## src/status_led_pattern_sequencer_defines.svh

```systemverilog
// Assertion macros shared by the status LED sequencer RTL.
`ifndef STATUS_LED_PATTERN_SEQUENCER_DEFINES_SVH
`define STATUS_LED_PATTERN_SEQUENCER_DEFINES_SVH

// A property checked on every rising edge of clk, disabled while in reset.
`define SLPS_ASSERT(lbl, prop) \
	lbl: assert property (@(posedge clk) disable iff (!arst_n) (prop)) \
		else $error("slps: assertion failed");

// An implication checked on every rising edge of clk, disabled while in reset.
`define SLPS_ASSERT_IMP(lbl, ante, cons) \
	lbl: assert property (@(posedge clk) disable iff (!arst_n) (ante) |-> (cons)) \
		else $error("slps: implication failed");

`endif

```

## src/slps_pkg.sv

```systemverilog
// Types, constants and the breathing level table of the status LED sequencer.
`default_nettype none
package slps_pkg;

	localparam int PROCESS_GRACE_MS = 150;
	localparam int BREATH_PERIOD_MS = 1000;
	localparam int BREATH_STEP_MS = 10;
	localparam int BREATH_HALF_MS = BREATH_PERIOD_MS / 2;
	localparam int BREATH_STEPS = BREATH_PERIOD_MS / BREATH_STEP_MS;
	localparam int HALF_STEPS = BREATH_HALF_MS / BREATH_STEP_MS;
	localparam int STEP_W = $clog2(BREATH_STEP_MS);
	localparam int SLOT_W = $clog2(BREATH_STEPS);
	localparam int LUT_W = $clog2(HALF_STEPS + 1);
	localparam longint unsigned LEVEL_FULL = 255;
	localparam longint unsigned BREATH_H3 =
		longint'(BREATH_HALF_MS) * longint'(BREATH_HALF_MS) * longint'(BREATH_HALF_MS);
	localparam longint unsigned BREATH_DEN = 2 * BREATH_H3;

	localparam int CNT_W = 32;
	localparam int IDX_W = $clog2(CNT_W);
	localparam logic [CNT_W-1:0] GRACE_VEC = CNT_W'(PROCESS_GRACE_MS);

	localparam int TIME_W = 12;
	localparam int CYC_W = TIME_W + 1;
	localparam int CFG_W = 8;
	localparam logic [15:0] BURST_TIME_MAX = 16'd4095;
	localparam logic [7:0] LEVEL_ON = 8'd255;

	typedef enum logic [1:0] {
		KIND_TICK = 2'd0,
		KIND_MODE = 2'd1,
		KIND_BURST = 2'd2
	} kind_t;

	typedef enum logic [1:0] {
		CLASS_PATTERN = 2'd0,
		CLASS_MOUNTED = 2'd1,
		CLASS_PROCESSING = 2'd2,
		CLASS_PRIORITY = 2'd3
	} class_t;

	typedef enum logic [1:0] {
		REG_FULL_BRIGHT = 2'd0,
		REG_BREATHE_COLOR = 2'd1,
		REG_HIGHEST_COLOR = 2'd2
	} cfg_reg_t;

	typedef enum logic [1:0] {
		ST_IDLE,
		ST_COUNT,
		ST_EVAL
	} state_t;

	typedef struct packed {
		logic [1:0] kind;
		logic [1:0] mode_class;
		logic [11:0] pattern_on_time;
		logic [11:0] pattern_off_time;
		logic [2:0] pattern_color;
		logic [7:0] pattern_brightness;
		logic [7:0] burst_count;
		logic [7:0] burst_color;
		logic [15:0] burst_on_time;
		logic [15:0] burst_off_time;
	} cmd_beat_t;

	typedef struct packed {
		logic lit;
		logic [2:0] shown_color;
		logic [7:0] shown_brightness;
		logic [7:0] shown_level;
	} led_beat_t;

	typedef struct packed {
		logic [1:0] cls;
		logic [TIME_W-1:0] on;
		logic [TIME_W-1:0] off;
		logic [2:0] color;
		logic [7:0] bright;
	} mode_t;

	typedef struct packed {
		logic [7:0] count;
		logic [2:0] color;
		logic [TIME_W-1:0] on;
		logic [TIME_W-1:0] off;
	} burst_t;

	typedef struct packed {
		logic [7:0] level;
		logic [7:0] bright;
		logic [2:0] color;
	} frame_t;

	typedef struct packed {
		logic run;
		logic clear;
		logic [IDX_W-1:0] bit_idx;
	} ser_ctl_t;

	typedef struct packed {
		logic is_zero;
		logic is_one;
		logic below_grace;
	} cnt_flags_t;

	typedef logic [7:0] breath_lut_t [HALF_STEPS+1];

	function automatic breath_lut_t build_breath_lut();
		breath_lut_t lut;
		longint unsigned d;
		longint unsigned num;
		longint unsigned lvl;
		for (int i = 0; i <= HALF_STEPS; i++) begin
			d = longint'(i) * longint'(BREATH_STEP_MS);
			num = 2 * LEVEL_FULL * d * d * (3 * longint'(BREATH_HALF_MS) - 2 * d) + BREATH_H3;
			lvl = num / BREATH_DEN;
			lut[i] = (lvl > LEVEL_FULL) ? LEVEL_ON : lvl[7:0];
		end
		return lut;
	endfunction

	localparam breath_lut_t BREATH_LUT = build_breath_lut();

endpackage
`default_nettype wire

```

## src/slps_cmd_if.sv

```systemverilog
// Command channel interface carrying ticks, mode changes and blink requests.
`default_nettype none
interface slps_cmd_if;
	logic valid;
	logic ready;
	slps_pkg::cmd_beat_t data;
	modport source(output valid, output data, input ready);
	modport sink(input valid, input data, output ready);
endinterface
`default_nettype wire

```

## src/slps_led_if.sv

```systemverilog
// LED frame channel interface carrying rendered frames.
`default_nettype none
interface slps_led_if;
	logic valid;
	logic ready;
	slps_pkg::led_beat_t data;
	modport source(output valid, output data, input ready);
	modport sink(input valid, input data, output ready);
endinterface
`default_nettype wire

```

## src/slps_ser_cnt.sv

```systemverilog
// Bit-serial 32-bit millisecond counter with serial compare flags.
`default_nettype none
module slps_ser_cnt (
	input wire logic clk,
	input wire logic arst_n,
	input wire slps_pkg::ser_ctl_t ctl,
	output slps_pkg::cnt_flags_t flags
);

	logic [slps_pkg::CNT_W-1:0] val_q;
	logic carry_q;
	logic zero_q;
	logic one_q;
	logic lt_q;

	logic first;
	logic carry_in;
	logic new_b;
	logic grace_b;
	logic one_b;
	logic zero_prev;
	logic one_prev;
	logic lt_prev;

	always_comb begin
		first = (ctl.bit_idx == '0);
		carry_in = first ? 1'b1 : carry_q;
		new_b = ctl.clear ? 1'b0 : (val_q[0] ^ carry_in);
		grace_b = slps_pkg::GRACE_VEC[ctl.bit_idx];
		one_b = first;
		zero_prev = first ? 1'b1 : zero_q;
		one_prev = first ? 1'b1 : one_q;
		lt_prev = first ? 1'b0 : lt_q;
	end

	always_ff @(posedge clk or negedge arst_n) begin
		if (!arst_n) begin
			val_q <= '0;
			carry_q <= 1'b0;
			zero_q <= 1'b0;
			one_q <= 1'b0;
			lt_q <= 1'b0;
		end else if (ctl.run) begin
			val_q <= {new_b, val_q[slps_pkg::CNT_W-1:1]};
			carry_q <= val_q[0] & carry_in;
			zero_q <= zero_prev & ~new_b;
			one_q <= one_prev & (new_b == one_b);
			lt_q <= (~new_b & grace_b) | (~(new_b ^ grace_b) & lt_prev);
		end
	end

	assign flags.is_zero = zero_q;
	assign flags.is_one = one_q;
	assign flags.below_grace = lt_q;

endmodule
`default_nettype wire

```

## src/status_led_pattern_sequencer.sv

```systemverilog
// Status LED sequencer top level: command decode, tick sequencing and frame rendering.
// An accepted tick runs a bit-serial update of the millisecond and mode-elapsed counters
// in the COUNT state, then the EVAL state commits it and registers a frame if it changed.
// Commands are accepted only in the idle state: a new tick waits for the serial pass
// and evaluation of the last, and evaluation waits while an earlier frame is still held.
// Mode changes, blink requests and configuration writes are each registered directly.
// Asynchronous active-low reset restores the register defaults and clears all but out_q.
`default_nettype none
`include "status_led_pattern_sequencer_defines.svh"
module status_led_pattern_sequencer (
	input wire logic clk,
	input wire logic arst_n,
	slps_cmd_if.sink cmd,
	slps_led_if.source led,
	input wire logic cfg_write,
	input wire logic [1:0] cfg_index,
	input wire logic [slps_pkg::CFG_W-1:0] cfg_data
);

	slps_pkg::state_t state_q, state_d;
	logic [slps_pkg::IDX_W-1:0] bit_q;

	logic [7:0] full_q;
	logic [2:0] breathe_q;
	logic [2:0] highest_q;

	slps_pkg::mode_t mode_q, prev_q;
	logic prev_known_q;
	logic mchg_q;

	slps_pkg::burst_t pend_q, act_q;
	logic pend_v_q, act_v_q;
	logic [slps_pkg::CYC_W-1:0] pos_q;
	logic [7:0] blink_q;

	logic [slps_pkg::STEP_W-1:0] step_q;
	logic [slps_pkg::SLOT_W-1:0] slot_q;
	logic [slps_pkg::CYC_W-1:0] ph_q;

	slps_pkg::frame_t last_q;
	logic last_v_q;
	logic out_vld_q;
	slps_pkg::led_beat_t out_q;

	logic ready;
	logic run;
	logic commit;
	logic accepted;
	logic burst_ok;

	slps_pkg::ser_ctl_t ms_ctl, me_ctl;
	slps_pkg::cnt_flags_t ms_flags, me_flags;

	logic prio;
	logic activate;
	slps_pkg::burst_t act_sel;
	logic [slps_pkg::CYC_W-1:0] b_cycle;
	logic [slps_pkg::CYC_W-1:0] pos_inc;
	logic [slps_pkg::CYC_W-1:0] pos_n;
	logic [7:0] blink_n;
	logic live;
	logic burst_on;
	logic [slps_pkg::STEP_W-1:0] step_n;
	logic [slps_pkg::SLOT_W-1:0] slot_n;
	logic [slps_pkg::LUT_W-1:0] d_idx;
	logic [slps_pkg::CYC_W-1:0] p_cycle;
	logic [slps_pkg::CYC_W-1:0] ph_inc;
	logic [slps_pkg::CYC_W-1:0] ph_n;
	logic pat_lit;
	logic mounted;
	slps_pkg::frame_t pick;
	slps_pkg::frame_t frame;
	logic changed;

	assign ms_ctl = '{run: run, clear: 1'b0, bit_idx: bit_q};
	assign me_ctl = '{run: run, clear: mchg_q, bit_idx: bit_q};

	slps_ser_cnt u_millis (
		.clk(clk),
		.arst_n(arst_n),
		.ctl(ms_ctl),
		.flags(ms_flags)
	);

	slps_ser_cnt u_mode_age (
		.clk(clk),
		.arst_n(arst_n),
		.ctl(me_ctl),
		.flags(me_flags)
	);

	always_ff @(posedge clk or negedge arst_n) begin
		if (!arst_n) begin
			state_q <= slps_pkg::ST_IDLE;
		end else begin
			state_q <= state_d;
		end
	end

	always_comb begin
		state_d = state_q;
		ready = 1'b0;
		run = 1'b0;
		commit = 1'b0;
		case (state_q)
			slps_pkg::ST_IDLE: begin
				ready = 1'b1;
				if (cmd.valid && cmd.data.kind == slps_pkg::KIND_TICK) begin
					state_d = slps_pkg::ST_COUNT;
				end
			end
			slps_pkg::ST_COUNT: begin
				run = 1'b1;
				if (bit_q == '1) begin
					state_d = slps_pkg::ST_EVAL;
				end
			end
			slps_pkg::ST_EVAL: begin
				if (!out_vld_q || led.ready) begin
					commit = 1'b1;
					state_d = slps_pkg::ST_IDLE;
				end
			end
			default: begin
				state_d = slps_pkg::ST_IDLE;
			end
		endcase
	end

	assign cmd.ready = ready;
	assign accepted = cmd.valid && ready;

	assign burst_ok = (cmd.data.burst_count != 8'd0) &&
		(cmd.data.burst_color <= {5'd0, highest_q}) &&
		(cmd.data.burst_on_time != 16'd0) &&
		(cmd.data.burst_off_time != 16'd0) &&
		(cmd.data.burst_on_time <= slps_pkg::BURST_TIME_MAX) &&
		(cmd.data.burst_off_time <= slps_pkg::BURST_TIME_MAX);

	always_comb begin
		prio = (mode_q.cls == slps_pkg::CLASS_PRIORITY);
		activate = pend_v_q && !prio;
		act_sel = activate ? pend_q : act_q;
		b_cycle = {1'b0, act_sel.on} + {1'b0, act_sel.off};
		pos_inc = pos_q + 1'b1;
		if (activate) begin
			pos_n = '0;
			blink_n = 8'd0;
		end else if (pos_inc == b_cycle) begin
			pos_n = '0;
			blink_n = blink_q + 8'd1;
		end else begin
			pos_n = pos_inc;
			blink_n = blink_q;
		end
		live = (activate || (act_v_q && !prio)) && (blink_n < act_sel.count);
		burst_on = pos_n < {1'b0, act_sel.on};

		if (ms_flags.is_one) begin
			step_n = '0;
			slot_n = '0;
		end else if (step_q == slps_pkg::STEP_W'(slps_pkg::BREATH_STEP_MS - 1)) begin
			step_n = '0;
			slot_n = (slot_q == slps_pkg::SLOT_W'(slps_pkg::BREATH_STEPS - 1)) ?
				'0 : slot_q + 1'b1;
		end else begin
			step_n = step_q + 1'b1;
			slot_n = slot_q;
		end
		if (slot_n >= slps_pkg::SLOT_W'(slps_pkg::HALF_STEPS)) begin
			d_idx = slps_pkg::LUT_W'(slot_n - slps_pkg::SLOT_W'(slps_pkg::HALF_STEPS));
		end else begin
			d_idx = slps_pkg::LUT_W'(slps_pkg::SLOT_W'(slps_pkg::HALF_STEPS) - slot_n);
		end

		p_cycle = {1'b0, mode_q.on} + {1'b0, mode_q.off};
		ph_inc = ph_q + 1'b1;
		if (me_flags.is_zero || ph_inc == p_cycle) begin
			ph_n = '0;
		end else begin
			ph_n = ph_inc;
		end
		pat_lit = (mode_q.on != '0) &&
			((mode_q.off == '0) || (ph_n < {1'b0, mode_q.on}));

		mounted = (mode_q.cls == slps_pkg::CLASS_MOUNTED) ||
			((mode_q.cls == slps_pkg::CLASS_PROCESSING) && me_flags.below_grace);

		if (live) begin
			pick = '{level: burst_on ? slps_pkg::LEVEL_ON : 8'd0,
				bright: full_q, color: act_sel.color};
		end else if (mounted) begin
			pick = '{level: slps_pkg::BREATH_LUT[d_idx], bright: full_q, color: breathe_q};
		end else begin
			pick = '{level: pat_lit ? slps_pkg::LEVEL_ON : 8'd0,
				bright: mode_q.bright, color: mode_q.color};
		end
		frame = (pick.level != 8'd0) ? pick : '0;
		changed = !last_v_q || (frame != last_q);
	end

	always_ff @(posedge clk or negedge arst_n) begin
		if (!arst_n) begin
			bit_q <= '0;
			full_q <= 8'd255;
			breathe_q <= 3'd1;
			highest_q <= 3'd7;
			mode_q <= '{cls: slps_pkg::CLASS_PRIORITY, default: '0};
			prev_q <= '0;
			prev_known_q <= 1'b0;
			mchg_q <= 1'b0;
			pend_q <= '0;
			pend_v_q <= 1'b0;
			act_q <= '0;
			act_v_q <= 1'b0;
			pos_q <= '0;
			blink_q <= 8'd0;
			step_q <= '0;
			slot_q <= '0;
			ph_q <= '0;
			last_q <= '0;
			last_v_q <= 1'b0;
			out_vld_q <= 1'b0;
		end else begin
			if (run) begin
				bit_q <= bit_q + 1'b1;
			end

			if (cfg_write) begin
				case (cfg_index)
					slps_pkg::REG_FULL_BRIGHT: full_q <= cfg_data[7:0];
					slps_pkg::REG_BREATHE_COLOR: breathe_q <= cfg_data[2:0];
					slps_pkg::REG_HIGHEST_COLOR: highest_q <= cfg_data[2:0];
					default: begin
					end
				endcase
			end

			if (accepted) begin
				case (cmd.data.kind)
					slps_pkg::KIND_TICK: begin
						mchg_q <= !prev_known_q || (mode_q != prev_q);
						prev_q <= mode_q;
						prev_known_q <= 1'b1;
						bit_q <= '0;
					end
					slps_pkg::KIND_MODE: begin
						mode_q <= '{cls: cmd.data.mode_class,
							on: cmd.data.pattern_on_time,
							off: cmd.data.pattern_off_time,
							color: cmd.data.pattern_color,
							bright: cmd.data.pattern_brightness};
					end
					slps_pkg::KIND_BURST: begin
						if (burst_ok) begin
							pend_v_q <= 1'b1;
							pend_q <= '{count: cmd.data.burst_count,
								color: cmd.data.burst_color[2:0],
								on: cmd.data.burst_on_time[slps_pkg::TIME_W-1:0],
								off: cmd.data.burst_off_time[slps_pkg::TIME_W-1:0]};
						end
					end
					default: begin
					end
				endcase
			end

			if (commit && changed) begin
				out_vld_q <= 1'b1;
			end else if (led.ready) begin
				out_vld_q <= 1'b0;
			end

			if (commit) begin
				pend_v_q <= 1'b0;
				act_q <= act_sel;
				act_v_q <= live;
				pos_q <= pos_n;
				blink_q <= blink_n;
				step_q <= step_n;
				slot_q <= slot_n;
				ph_q <= ph_n;
				if (changed) begin
					last_q <= frame;
					last_v_q <= 1'b1;
				end
			end
		end
	end

	always_ff @(posedge clk) begin
		if (commit && changed) begin
			out_q <= '{lit: frame.level != 8'd0, shown_color: frame.color,
				shown_brightness: frame.bright, shown_level: frame.level};
		end
	end

	assign led.valid = out_vld_q;
	assign led.data = out_q;

	`SLPS_ASSERT(a_frame_from_eval, $rose(out_vld_q) |-> $past(state_q == slps_pkg::ST_EVAL))
	`SLPS_ASSERT_IMP(a_blink_in_range, act_v_q, blink_q < act_q.count)
	`SLPS_ASSERT(a_breath_range, (step_q < slps_pkg::STEP_W'(slps_pkg::BREATH_STEP_MS)) && (slot_q < slps_pkg::SLOT_W'(slps_pkg::BREATH_STEPS)))
	`SLPS_ASSERT(a_priority_cancels, (commit && mode_q.cls == slps_pkg::CLASS_PRIORITY) |=> (!act_v_q && !pend_v_q))

endmodule
`default_nettype wire

```

## src/flat_wrapper.sv

```systemverilog
// flat-port wrapper written by rule: the top's interface ports become plain ports
module status_led_pattern_sequencer_flat 
  (clk, arst_n, cfg_write, cfg_index, cfg_data, cmd_valid, cmd_data, cmd_ready, led_valid, led_data, led_ready);
  slps_cmd_if cmd_i ();
  slps_led_if led_i ();
  input wire logic clk;
  input wire logic arst_n;
  input wire logic cfg_write;
  input wire logic [1:0] cfg_index;
  input wire logic [slps_pkg::CFG_W-1:0] cfg_data;
  input wire logic [$bits(cmd_i.valid)-1:0] cmd_valid;
  input wire logic [$bits(cmd_i.data)-1:0] cmd_data;
  output wire logic [$bits(cmd_i.ready)-1:0] cmd_ready;
  output wire logic [$bits(led_i.valid)-1:0] led_valid;
  output wire logic [$bits(led_i.data)-1:0] led_data;
  input wire logic [$bits(led_i.ready)-1:0] led_ready;
  assign cmd_i.valid = cmd_valid;
  assign cmd_i.data = cmd_data;
  assign cmd_ready = cmd_i.ready;
  assign led_valid = led_i.valid;
  assign led_data = led_i.data;
  assign led_i.ready = led_ready;
  status_led_pattern_sequencer u_core (.clk(clk), .arst_n(arst_n), .cmd(cmd_i), .led(led_i), .cfg_write(cfg_write), .cfg_index(cfg_index), .cfg_data(cfg_data));
endmodule
```

## config.mk

```make
export PLATFORM = sky130hd
export DESIGN_NAME = status_led_pattern_sequencer_flat
export DESIGN_NICKNAME = d
export VERILOG_FILES = /design/src/slps_pkg.sv /design/src/slps_cmd_if.sv /design/src/slps_led_if.sv /design/src/slps_ser_cnt.sv /design/src/status_led_pattern_sequencer.sv /design/src/flat_wrapper.sv
export VERILOG_INCLUDE_DIRS = /design/src /design/src/src
export SDC_FILE = /design/constraint.sdc
export NUM_CORES = 1
export LEC_CHECK = 0
export BUFFER_PORTS_ARGS = -buffer_cell sky130_fd_sc_hd__buf_2
export CAP_MARGIN = 20
export CORE_ASPECT_RATIO = 1.5
export CORE_MARGIN = 2
export CORE_UTILIZATION = 35
export CTS_CLUSTER_DIAMETER = 200
export DETAILED_ROUTE_END_ITERATION = 8
export GPL_ROUTABILITY_DRIVEN = 0
export GPL_TIMING_DRIVEN = 0
export SLEW_MARGIN = 20
export SYNTH_ARGS = -nofsm -noshare
export SYNTH_HDL_FRONTEND = slang
export SYNTH_SLANG_ARGS = --single-unit
```

## constraint.sdc

```tcl
create_clock -name clk -period 16.6 [get_ports clk]
set_input_delay 0 -clock clk [delete_from_list [all_inputs] [get_ports clk]]
set_output_delay 0 -clock clk [all_outputs]
set_load 0.03 [all_outputs]
```

### Word-level counts from Yosys, hierarchy flattened

Memories as Yosys holds them, arrays and structs flattened.
Index checks and enable logic that the tools add are counted.
Widths: inputs -> output; s select.

| word-level totals | value |
|---|---|
| register bits after elaboration | 324 |
| ROM bits | 544 |
| input bits | 102 |
| output and inout bits | 22 |
| logic and storage cells | 193 |
| memories | 2 |

Memory list:

| memory | depth | width | read ports | clocked after memory_dff | wr ports | RTL line | RTL |
|---|---|---|---|---|---|---|---|
| (no name shown) | 64 | 8 | 1 | 0 | 0 | status_led_pattern_sequencer.sv:193 | `pick = '{level: slps_pkg::BREATH_LUT[d_idx], bright: full_q, color: breathe_q};` |
| (no name shown) | 32 | 1 | 1 | 0 | 0 | slps_ser_cnt.sv:29 | `grace_b = slps_pkg::GRACE_VEC[ctl.bit_idx];` |

| operators by class | value |
|---|---|
| add/subtract/negate cells | 10 |
| magnitude comparators | 9 |
| eq/ne operators | 20 |
| mux-type cells | 43 |
| bitwise gates (word level) | 13 |
| reductions and logical operators | 48 |

Operators with widths:

| operator | number |
|---|---|
| $mux 19 | 3 |
| $mux 8 | 6 |
| $mux 13 | 3 |
| $ne 37x37->1 | 1 |
| $mux 35 | 1 |
| $le 16x12->1 const B | 2 |
| $reduce_bool 16->1 | 2 |
| $add 12x12->13 | 2 |
| $add 13x1->13 const B | 2 |
| $eq 13x13->1 | 2 |
| $lt 13x12->1 | 2 |
| $reduce_bool 8->1 | 3 |
| $mux 7 | 3 |
| $ne 19x19->1 | 1 |
| $mux 1 | 17 |
| $mux 5 | 3 |
| $logic_and 1x1->1 | 13 |
| $logic_not 12->1 | 1 |
| $reduce_and 2->1 | 6 |
| $reduce_bool 12->1 | 1 |
| $eq 2x2->1 const B | 5 |
| $reduce_and 3->1 | 3 |
| $add 8x1->8 const B | 1 |
| $eq 2x1->1 const B | 4 |
| other kinds (29) | 56 |

### Depth between registers and ports, before layout

Gate-level depths: netlist (run 1).

| logic depth | value |
|---|---|
| word-level depth | 18 |
| depth in mapped cells | 39 |
| gate-level depth less buffers | 32 |

### Modules after synthesis

Synthesis (run 1) repeated with hierarchy kept, for this count alone.

| unflattened totals | value |
|---|---|
| cell total of the unflattened synthesis | 1891 |
| area total of the unflattened synthesis | 19321.0 um^2 |

By module, submodules not included:

| module | instances | cells each | area an instance (um^2) | seq. area each (um^2) |
|---|---|---|---|---|
| status_led_pattern_sequencer | 1 | 1697 | 16410.7 | 6498.7 |
| slps_ser_cnt | 2 | 97 | 1455.1 | 900.9 |

### Worst setup path after synthesis (run 1)

Ideal clock, no wire load.

| timing path | value |
|---|---|
| kind | register to register |
| from | register u_core.mode_q[36] (netlist name) |
| to | register u_core.out_q (netlist bit u_core.led.data[0]) (enable) |
| setup time | 0.375 ns |
| arrival time | 7.904 ns |
| data required time | 16.225 ns |
| slack | 8.321 ns |
| stages on the path, launching flop included | 37 |
| buffers on the path | 8 |
| clock period less this slack | 8.279 ns |
| cells stage by stage | dfstp_2 buf_6 a21boi_2 buf_6 clkbuf_1 clkbuf_1 mux2i_1 inv_1 ha_1 a21o_1 nand4_1 a211oi_4 a311o_1 o2111ai_1 or4_1 nor3_1 or2_2 clkbuf_1 nor2_1 ha_1 a21o_1 a21o_1 a21oi_1 a2111oi_0 nor2b_1 o31a_1 or3_1 buf_2 o41a_1 a211o_1 nor2_1 buf_2 a2111oi_1 o22ai_1 o21ai_4 buf_6 inv_1 |

RTL lines:

| what | RTL line | RTL |
|---|---|---|
| start: declaration | status_led_pattern_sequencer.sv:27 | `slps_pkg::mode_t mode_q, prev_q;` |
| start signal: assignment | status_led_pattern_sequencer.sv:248 | `mode_q <= '{cls: cmd.data.mode_class,` |
| end signal: assignment | status_led_pattern_sequencer.sv:293 | `out_q <= '{lit: frame.level != 8'd0, shown_color: frame.color,` |
| end: declaration | status_led_pattern_sequencer.sv:43 | `slps_pkg::led_beat_t out_q;` |

==> results of run 1 <==
registers in the layout (all words and copies together) (netlist names), 4 cells and up:
signal                   flops
u_core.slot_q                7
u_core.blink_q               8
u_core.pos_q                13
u_core.mode_q               37
u_core.led.data             20
u_core.full_q                8
u_core.prev_q               37
u_core.u_millis.val_q       32
u_core.step_q                4
u_core.ph_q                 13
u_core.u_mode_age.val_q     32
u_core.pend_q               35
u_core.bit_q                 5
u_core.last_q               19
u_core.act_q                35
final timing paths:
check                                             end                        from  slack [ns]
setup / recovery                   u_core.led.data[3]           u_core.mode_q[36]        6.01
hold / removal                       u_core.full_q[4]                      arst_n        0.02
setup reg to reg                   u_core.led.data[3]           u_core.mode_q[36]        6.01
hold reg to reg            u_core.u_mode_age.val_q[0]  u_core.u_mode_age.val_q[1]        0.46
max in group asynchronous            u_core.pend_q[0]                      arst_n       15.65
min in group clk                  u_core.highest_q[2]                   cfg_write        0.02
layer usage:
layer	vias up	global-route usage [%]
met5	-	0
met4	4	10.15
met3	155	2.051
met2	424	35.79
met1	7475	22.00
li1	7210	-
logic make-up (layout without fill, tap and decap cells):
logic type	count (synthesis)	after routing	synth area share, %
muxes	203	203	12.11
adders and majority gates	81	81	5.504
buffers and inverters	145	427	3.100
AOI/OAI and AO/OA	326	326	12.32
xor gates and xnor gates	124	124	6.414
and+or+nand+nor	683	683	16.54
DFF	324	324	44.01
synthesized netlist by cell type, types with 20 or more instances:
cell type,instances,area (µm²)
a21o_1,27,202.7
a21oi_1,50,250.2
clkbuf_1,64,240.2
dfrtp_1,290,7257
edfxtp_1,20,600.6
ha_1,79,988.5
inv_1,61,229.0
mux2_2,153,1723
mux2i_1,42,420.4
nand2_1,376,1411
nand3_1,37,185.2
nand4_1,22,137.6
nor2_1,96,360.4
nor3_1,26,130.1
nor4_1,31,193.9
o21ai_0,70,350.3
o31ai_1,27,202.7
xnor2_1,49,429.2
xor2_1,67,586.8
where the power goes:
| part | internal, mW | switching, mW |
|---|---|---|
| sequential | 0.984 | 0.198 |
| combinational | 0.450 | 0.550 |
| clock | 0.460 | 0.344 |
| total | 1.89 | 1.09 |
per-stage QoR:
stage | util, % | hold WS [ns] | instance area (µm²) | setup WS, ns | total power [mW]
6_report | 42.54 | 0.01632 | 22420 | 6.014 | 2.985
3_5_place_dp | 38.44 | -0.09458 | 20260 | 6.094 | 2.161
3_3_place_gp | 38.24 | 0.2339 | 20160 | 6.227 | 2.121
5_1_grt | 42.54 | 0.01734 | 22420 | 5.209 | 3.161
4_1_cts | 42.53 | 0.001746 | 22420 | 6.016 | 3.000
2_1_floorplan | - | -0.2956 | 18690 | 8.321 | 1.840
layout make-up:
type                    instances  area share [%]
well taps                     682           3.805
flip-flops and latches        324           36.68
plain buffers                  83           1.546
repair buffers                222           7.488
clock inverters                16           1.060
multi-input cells            1417           44.15
inverters                      62           1.038
clock buffers                  44           4.235
worst reg2reg max path: cells and delay by family, from the launching register on:
kind                     cells  cell delay, ns
flip-flops                   1            0.36
XOR/XNOR                     3            0.61
multiplexers                 1            0.53
buffers and inverters        8            2.78
AO/OA/AOI/OAI               10            2.59
AND/OR/NAND/NOR              9            2.61
adder cells (fa/ha/maj)      2            0.72
timing repair:
| item | 4_1_cts | 5_1_grt |
|---|---|---|
| buffers inserted | 0 | 0 |
| endpoints found under the hold margin | 299 | 0 |
| gates resized for setup | 0 | 0 |
| hold buffers | 96 | 0 |
==> results.tsv, run 1 <==
stage	metric	value	unit
cells_and_area	drive_above_1_share	18.36	%
critical_path	critPathArrivalTime	10.76	ns
routing	route.met2.wl	27.70	mm
grt	grt_usage	19.50	%
floorplan	core	52710	µm²
floorplan	rows	103	
cells_and_area	finalNonFillerCells	2850	
clock_tree	cts_buffer_depth	3	
timing	maxSlewViolCount	0	
routing	drc	0	
critical_path	crit_path_start_kind	flip-flop	
cells_and_area	mostFrequentLayoutCells	nand2_1, dfrtp_1, mux2_2, buf_2, nor2_1	
grt	grt-ovfl-total	0	
critical_path	max_stage_delay	0.69	ns
timing	finalSetupViolCount	0	
clock_tree	cts_max_level	2	
synth	synth_area_per_cell	9.909	µm²
critical_path	reg2reg_depth	33	
floorplan	start_util	35.45	%
synth	yosysWarnings	0	
grt	grt_pass1_vias	15894	
synth	synthArstFlopShare	93.83	%
routing	routed.top_layer	met5	
cells_and_area	multi_input_area	9899	µm²
critical_path	crit_required	16.77	ns
timing	slew_headroom	28.62	%
cells_and_area	fin_nets	2327	
routing	routedWlPerCell	18.64	µm
synth	synth_enable_flop_cells	20	
critical_path	worstSetupPathDepth	33	
clock_tree	clk_pin_slew	0.07	ns
cells_and_area	final_common_cell	nand2_1	
timing	tns	0	ns
timing	clock_skew	0.02017	ns
synth	syn_inst	1886	
grt	grt_max_degree	91	
routing	routed_wl	53.13	mm
critical_path	cp_slowest_cell	clkbuf_1	
critical_path	worstSetupPathType	reg2reg	
synth	syn-cell-area	18690	µm²
clock_tree	cts_buffers	34	
routing	drtPass1Iterations	5	
cells_and_area	area_delta_synth_final	19.99	%
timing	max_freq	0.09447	GHz
critical_path	critPathTopFamily	buffers and inverters	
synth	ys_types	90	
clock_tree	clock_sinks	324	
timing	worstMarginPinSlew	1.060	ns
place	dp_cells	2694	
critical_path	cp_num_buf_inv	8	
critical_path	critPathMaxFanout	20	
synth	synth_ff_type	dfrtp_1	
outcome	outcome	finished clean	
timing	fin_crit_sh	63.77	%
power_and_ir_drop	power_density	133.1	nW/µm²
floorplan	ios	124	
routing	wl_met3	1.753	mm
routing	ant_nets	0	
timing	rsz0062_at_grt	no	
flow_run	drv_cap	0	
grt	grt_pass1_wl	84.94	mm
routing	vias	15268	
cells_and_area	nFillCells	5036	
floorplan	fp.dieW	192.7	µm
synth	syn_nets	2069	
clock_tree	clock_latency	0.56	ns
floorplan	die_h	287.0	µm
routing	wl_met1	20.69	mm
place	hpwl	40.00	mm
power_and_ir_drop	p_leak	10.47	nW
cells_and_area	area.sequential	8225	µm²
routing	initialDrtViolationCount	855	
clock_tree	cts_tree	done	
cells_and_area	diodes	0	
critical_path	cp-end-kind	flip-flop	
synth	ys_seq_area_share	44.01	%
place	port_buffers	123	
timing	hold_viol	0	
floorplan	dieArea	55300	µm²
routing	via_per_inst	5.357	
grt	grt_antenna_before_repair	3	
timing	fin_crit	10.59	ns
hold_path	hp-class	in2async	
power_and_ir_drop	ir_drop	89.87	µV
synth	synth_seq_cells	324	
clock_tree	cts_root_buf	clkbuf_16	
No activity file was read; power rests on OpenSTA's default activity.
==> run 2, diff against run 1 <==
Settings changed: ABC_AREA set to 1.
Clock period 16.6 ns to 8.81 ns, I/O delays scaled along.
==> run 2 against run 1 <==
Net effect:
- clock skew is 0.0072 ns higher
- sequential power is 89% higher
- wire length is 0.90% higher
- first-iteration DRC count is 27% higher
- synthesized area is 2.1% lower
==> results.tsv, run 2 <==
stage	metric	value	unit
outcome	outcome	finished clean	
cells_and_area	mostFrequentLayoutCells	nand2_1, dfrtp_1, inv_1, o21ai_0, nor2_1	
critical_path	max_stage_delay	0.61	ns
cells_and_area	area_delta_synth_final	20.45	%
power_and_ir_drop	ir_drop	158.2	µV
synth	synth_most_common_cell	nand2_1	
synth	syn_inst	2350	
routing	vias	16544	
floorplan	core	51690	µm²
synth	synthMuxAreaShare	3.063	%
routing	routed_wl	53.61	mm
routing	drc	0	
grt	grt_antenna_before_repair	2	
place	dp_cells	3152	
floorplan	dieArea	54160	µm²
timing	slew_headroom	34.82	%
routing	via_per_inst	4.998	
cells_and_area	final_common_cell	nand2_1	
synth	synthSimpleGateAreaFrac	27.71	%
routing	routedWlPerCell	16.20	µm
timing	fin_ws	0.6924	ns
synth	syn-cell-area	18300	µm²
routing	drtPass1Iterations	5	
floorplan	ios	124	
synth	synth_top_cell_by_area	dfrtp_1	
floorplan	die_h	284.0	µm
timing	max_freq	0.1232	GHz
hold_path	hp-class	in2async	
grt	grt_usage	19.92	%
grt	grt_pass1_wl	85.61	mm
grt	grt_max_degree	80	
cells_and_area	fin_nets	2788	
synth	synth.area.top_cells	dfrtp_1, nand2_1, ha_1	
place	port_buffers	123	
synth	yosysTopAreaCellShare	39.66	%
floorplan	fp.dieW	190.7	µm
clock_tree	clock_latency	0.55	ns
clock_tree	cts_buffer_depth	3	
synth	synth_seq_cells	324	
timing	fin_crit_sh	92.14	%
floorplan	rows	102	
clock_tree	cts_buffers	37	
synth	synth_ff_type	dfrtp_1	
timing	rsz0062_at_grt	no	
timing	clock_skew	0.02741	ns
cells_and_area	drive_above_1_share	11.93	%
synth	ys_types	55	
clock_tree	clk_pin_slew	0.06	ns
power_and_ir_drop	p_leak	11.15	nW
synth	synth-compound-area-share	9.751	%
routing	ant_nets	0	
synth	synthArstFlopShare	93.83	%
synth	synth-xor-area-share	2.004	%
clock_tree	clock_sinks	324	
place	hpwl	40.76	mm
critical_path	cp-end-kind	flip-flop	
power_and_ir_drop	power_density	344.7	nW/µm²
routing	initialDrtViolationCount	1083	
grt	grt_pass1_vias	16532	
synth	synth_area_per_cell	7.786	µm²
floorplan	start_util	35.40	%
synth	syn_nets	2533	
critical_path	critPathMostFrequentCell	nand2_1	
synth	synthTopCellsByCount	nand2_1, dfrtp_1, inv_1	
critical_path	critPathMaxFanout	13	
synth	synth_fa_ha_area_share	5.621	%
timing	finalSetupViolCount	0	
timing	fin_crit	8.118	ns
flow_run	drv_cap	0	
timing	maxSlewViolCount	0	
clock_tree	cts_setup_buffers	0	
critical_path	worstSetupPathType	reg2reg	
clock_tree	cts_tree	done	
synth	yosysWarnings	0	
cells_and_area	finalNonFillerCells	3310	
timing	worstMarginPinSlew	0.9702	ns
critical_path	crit_required	9.09	ns
critical_path	critPathArrivalTime	8.39	ns
critical_path	cp_slowest_cell	dfstp_2	
synth	synth_enable_flop_cells	20	
cells_and_area	largest_registers	u_core.mode_q x37, u_core.prev_q x37	
place	dp_slack	-0.6000	ns
clock_tree	cts_root_buf	clkbuf_16	
synth	synth_top_family_by_area	simple AND/OR/NAND/NOR gates	
critical_path	crit_path_start_kind	flip-flop	
timing	hold_viol	0	
clock_tree	cts_max_level	2	
power_and_ir_drop	total_power	7.597	mW
synth	ys_seq_area_share	44.95	%
grt	grt-ovfl-total	0	
==> run 2: power breakdown <==
part           leakage (nW)  switching (mW)  total, mW  internal (mW)
Clock                 0.615           0.652       1.58          0.933
Combinational          6.55            2.50       3.79           1.29
Sequential             3.99           0.300       2.23           1.93
==> run 2: cells by family after synthesis <==
| logic type | count (synthesis) |
|---|---|
| buffers and inverters | 317 |
| DFF | 324 |
| muxes | 51 |
| xor gates and xnor gates | 41 |
| AOI/OAI and AO/OA | 331 |
| and+or+nand+nor | 1205 |
| adders and majority gates | 81 |
==> run 2: final timing paths <==
check / from / to / slack [ns] / cells after the start
max reg2reg: u_core.mode_q[35] / u_core.led.data[19] / 0.69 / 46
max in group asynchronous: arst_n / u_core.highest_q[0] / 7.52 / 4
min reg2reg: u_core.prev_known_q / u_core.prev_known_q / 0.45 / 2
max: u_core.mode_q[35] / u_core.led.data[19] / 0.69 / 46
min in group clk: cfg_index[0] / u_core.full_q[2] / 0.16 / 6
min: arst_n / u_core.act_q[3] / 0.02 / 2
==> run 2: repair_timing <==
action,in CTS,in global routing
hold buffers,87,0
endpoints found under the hold margin,316,0
setup endpoints to repair,23,39
gates resized for setup,5,10
cloned,1,2
==> run 2: final cells by class <==
type	count	area [µm²]
timing repair buffer	213	1579
multi-input combinational	1709	8841
fill	5206	29650
clock buffer	49	1044
buffer	77	371.6
tap	676	845.8
sequential	324	8225
inverter	240	904.6
antenna	1	2.502
timing repair inverter	3	22.52
clock inverter	18	202.7
==> run 2: worst max-delay path: cells and delay by family (launching register included) <==
family / cells / cell delay (ns)
and+or+nand+nor: 27 / 3.23
adders and majority gates: 3 / 1.13
buffers and inverters: 9 / 1.69
xor gates and xnor gates: 2 / 0.23
DFF: 1 / 0.61
AOI/OAI and AO/OA: 5 / 0.93
==> run 2: metrics by stage <==
step	utilization (%)	hold slack (ns)	setup TNS (ns)	cell area [µm²]
2_1_floorplan	-	-0.2956	0	18300
3_3_place_gp	38.23	0.2382	-8.716	19760
3_5_place_dp	38.41	0.01483	-11.99	19850
4_1_cts	42.53	0.05084	0	21980
5_1_grt	42.64	0.08542	0	22040
6_report	42.64	0.02212	0	22040
==> run 2: routing by layer <==
| metal | vias up | wire (µm) | global-route usage, % |
|---|---|---|---|
| met3 | 130 | 1884 | 2.152 |
| met4 | 0 | 2313 | 8.760 |
| met5 | - | 0 | 0 |
| met1 | 7816 | 21250 | 22.57 |
| met2 | 430 | 28170 | 37.12 |
| li1 | 8168 | - | - |
==> run 3, diff against run 2 <==
Settings changed: CAP_MARGIN 20 to 30, MAX_ROUTING_LAYER set to met4.
Clock period 8.81 ns to 7.55 ns, I/O delays scaled along.
==> run 3 against run 2 <==
Net effect:
- first-iteration DRC count down 11%
- final cell count is 0.30% higher
- sequential share of layout area fell by 0.41 points
- non-clock buffer count up 10
- critical path type unchanged
- die area unchanged
==> results.tsv, run 3 (synthesized netlist as in run 2, its figures left out) <==
stage	metric	value	unit
critical_path	critPathMaxFanout	10	
grt	met1_usage	22.84	%
routing	initialDrtViolationCount	968	
routing	drc	0	
flow_run	drv_cap	0	
routing	routed_wl	53.86	mm
critical_path	critPathMostFrequentCell	nand2_1	
critical_path	crit_path_start_kind	flip-flop	
power_and_ir_drop	ir_drop	184.6	µV
grt	grt_pass1_wl	86.17	mm
floorplan	rows	102	
floorplan	core	51690	µm²
critical_path	critPathArrivalTime	7.36	ns
clock_tree	cts_max_level	2	
timing	hold_viol	0	
grt	use_met2	37.24	%
routing	drtPass1Iterations	7	
grt	grt_usage	20.62	%
cells_and_area	largest_registers	u_core.mode_q x37, u_core.prev_q x37	
cells_and_area	mostFrequentLayoutCells	nand2_1, dfrtp_1, inv_1, o21ai_0, nor2_1	
timing	whs	0.01797	ns
clock_tree	cts_buffers	37	
grt	grt_pass1_vias	16616	
floorplan	start_util	35.40	%
critical_path	cp_slowest_cell	dfstp_2	
power_and_ir_drop	p_seq_share	28.7	%
timing	tns	0	ns
routing	vias	16610	
floorplan	fp.dieW	190.7	µm
place	hpwl	40.76	mm
cells_and_area	final_common_cell	nand2_1	
clock_tree	cts_root_buf	clkbuf_16	
routing	ant_nets	0	
clock_tree	clock_sinks	324	
power_and_ir_drop	p_clk_share	20.4	%
grt	top_usage_layer	met2	
power_and_ir_drop	power_density	406.3	nW/µm²
cells_and_area	drive_above_1_share	13.39	%
routing	via_per_inst	5.003	
hold_path	hp-class	in2async	
grt	grt_use_met3	2.140	%
timing	fin_crit_sh	93.86	%
outcome	outcome	finished clean	
power_and_ir_drop	power.internal	4.941	mW
timing	slew_headroom	39.86	%
critical_path	max_stage_delay	0.58	ns
power_and_ir_drop	p_switching	4.113	mW
clock_tree	cts_buffer_depth	3	
grt	grt_antenna_before_repair	2	
clock_tree	clock_latency	0.55	ns
floorplan	ios	124	
cells_and_area	postLayoutCoreUtil	43.11	%
timing	maxSlewViolCount	0	
place	dp_slack	-1.860	ns
timing	max_freq	0.1411	GHz
power_and_ir_drop	p_sw_share	45.42	%
floorplan	dieArea	54160	µm²
clock_tree	clk_pin_slew	0.06	ns
power_and_ir_drop	p_leak	11.23	nW
timing	fin_ws	0.4637	ns
place	port_buffers	123	
grt	grt-ovfl-total	0	
timing	worstMarginPinSlew	0.9021	ns
cells_and_area	fin_nets	2798	
cells_and_area	area_delta_synth_final	21.77	%
critical_path	worstSetupPathType	reg2reg	
grt	grt_max_degree	80	
clock_tree	cts_tree	done	
timing	fin_crit	7.086	ns
critical_path	cp-end-kind	flip-flop	
routing	routedWlPerCell	16.22	µm
timing	finalSetupViolCount	0	
power_and_ir_drop	combPwrFrac	50.9	%
timing	clock_skew	0.02756	ns
floorplan	die_h	284.0	µm
critical_path	crit_required	7.82	ns
run 3: final timing paths:
path | startpoint | end | slack [ns] | cells after the start
setup / recovery | u_core.mode_q[36] | u_core.led.data[0] | 0.46 | 44
hold / removal | arst_n | u_core.act_q[3] | 0.02 | 2
setup reg to reg | u_core.mode_q[36] | u_core.led.data[0] | 0.46 | 44
hold reg to reg | u_core.prev_known_q | u_core.prev_known_q | 0.45 | 2
max in group asynchronous | arst_n | u_core.highest_q[0] | 6.26 | 4
min in group clk | cfg_index[0] | u_core.full_q[2] | 0.15 | 6
run 3: repair_timing:
item | 4_1_cts | 5_1_grt
pin swaps | 5 | 9
hold buffers | 87 | 0
gates cloned | 3 | 0
setup buffers | 4 | 6
resized for setup | 36 | 33
hold endpoints to repair | 316 | 0
endpoints found under the setup margin | 56 | 40
run 3: stage by stage:
stage,total power [mW],area (µm²),std cells
6_report,9.054,22280,3320
5_1_grt,9.842,22280,3320
4_1_cts,8.963,22130,3313
3_5_place_dp,6.949,19850,3152
3_3_place_gp,6.845,19760,3149
2_1_floorplan,5.679,18300,2350
run 3: worst max-delay path: cells and delay by family (launching register included):
kind                     cells  cell delay [ns]
XOR/XNOR                     1             0.17
AND/OR/NAND/NOR             27             2.88
AO/OA/AOI/OAI                6             1.22
adder cells (fa/ha/maj)      2             0.54
flip-flops                   1             0.58
buffers and inverters        8             1.40
run 3: layer usage:
metal / share of wire (%) / wire (µm) / up-vias
met5: 0 / 0 / -
met4: 4.5 / 2397 / 0
met3: 3.7 / 1993 / 144
met2: 52 / 28220 / 421
met1: 39 / 21240 / 7851
li1: - / - / 8194
run 3: area by class of cell:
type                    instances  area [µm²]
fillers                      5177       29410
multi-input cells            1709        8974
flip-flops and latches        324        8225
repair buffers                224        1659
clock buffers                  49        1044
inverters                     240       904.6
well taps                     676       845.8
plain buffers                  76       401.6
clock inverters                18       202.7
repair inverters                3       22.52
diodes                          1       2.502
run 3: power groups by stage:
stage          Sequential [mW]  Clock, mW  Combinational (mW)
4_1_cts                   2.59       1.89                4.48
3_3_place_gp              2.60          0                4.25
3_5_place_dp              2.61          0                4.33
5_1_grt                   2.65       1.97                5.22
6_report                  2.60       1.85                4.61
2_1_floorplan             2.52          0                3.16
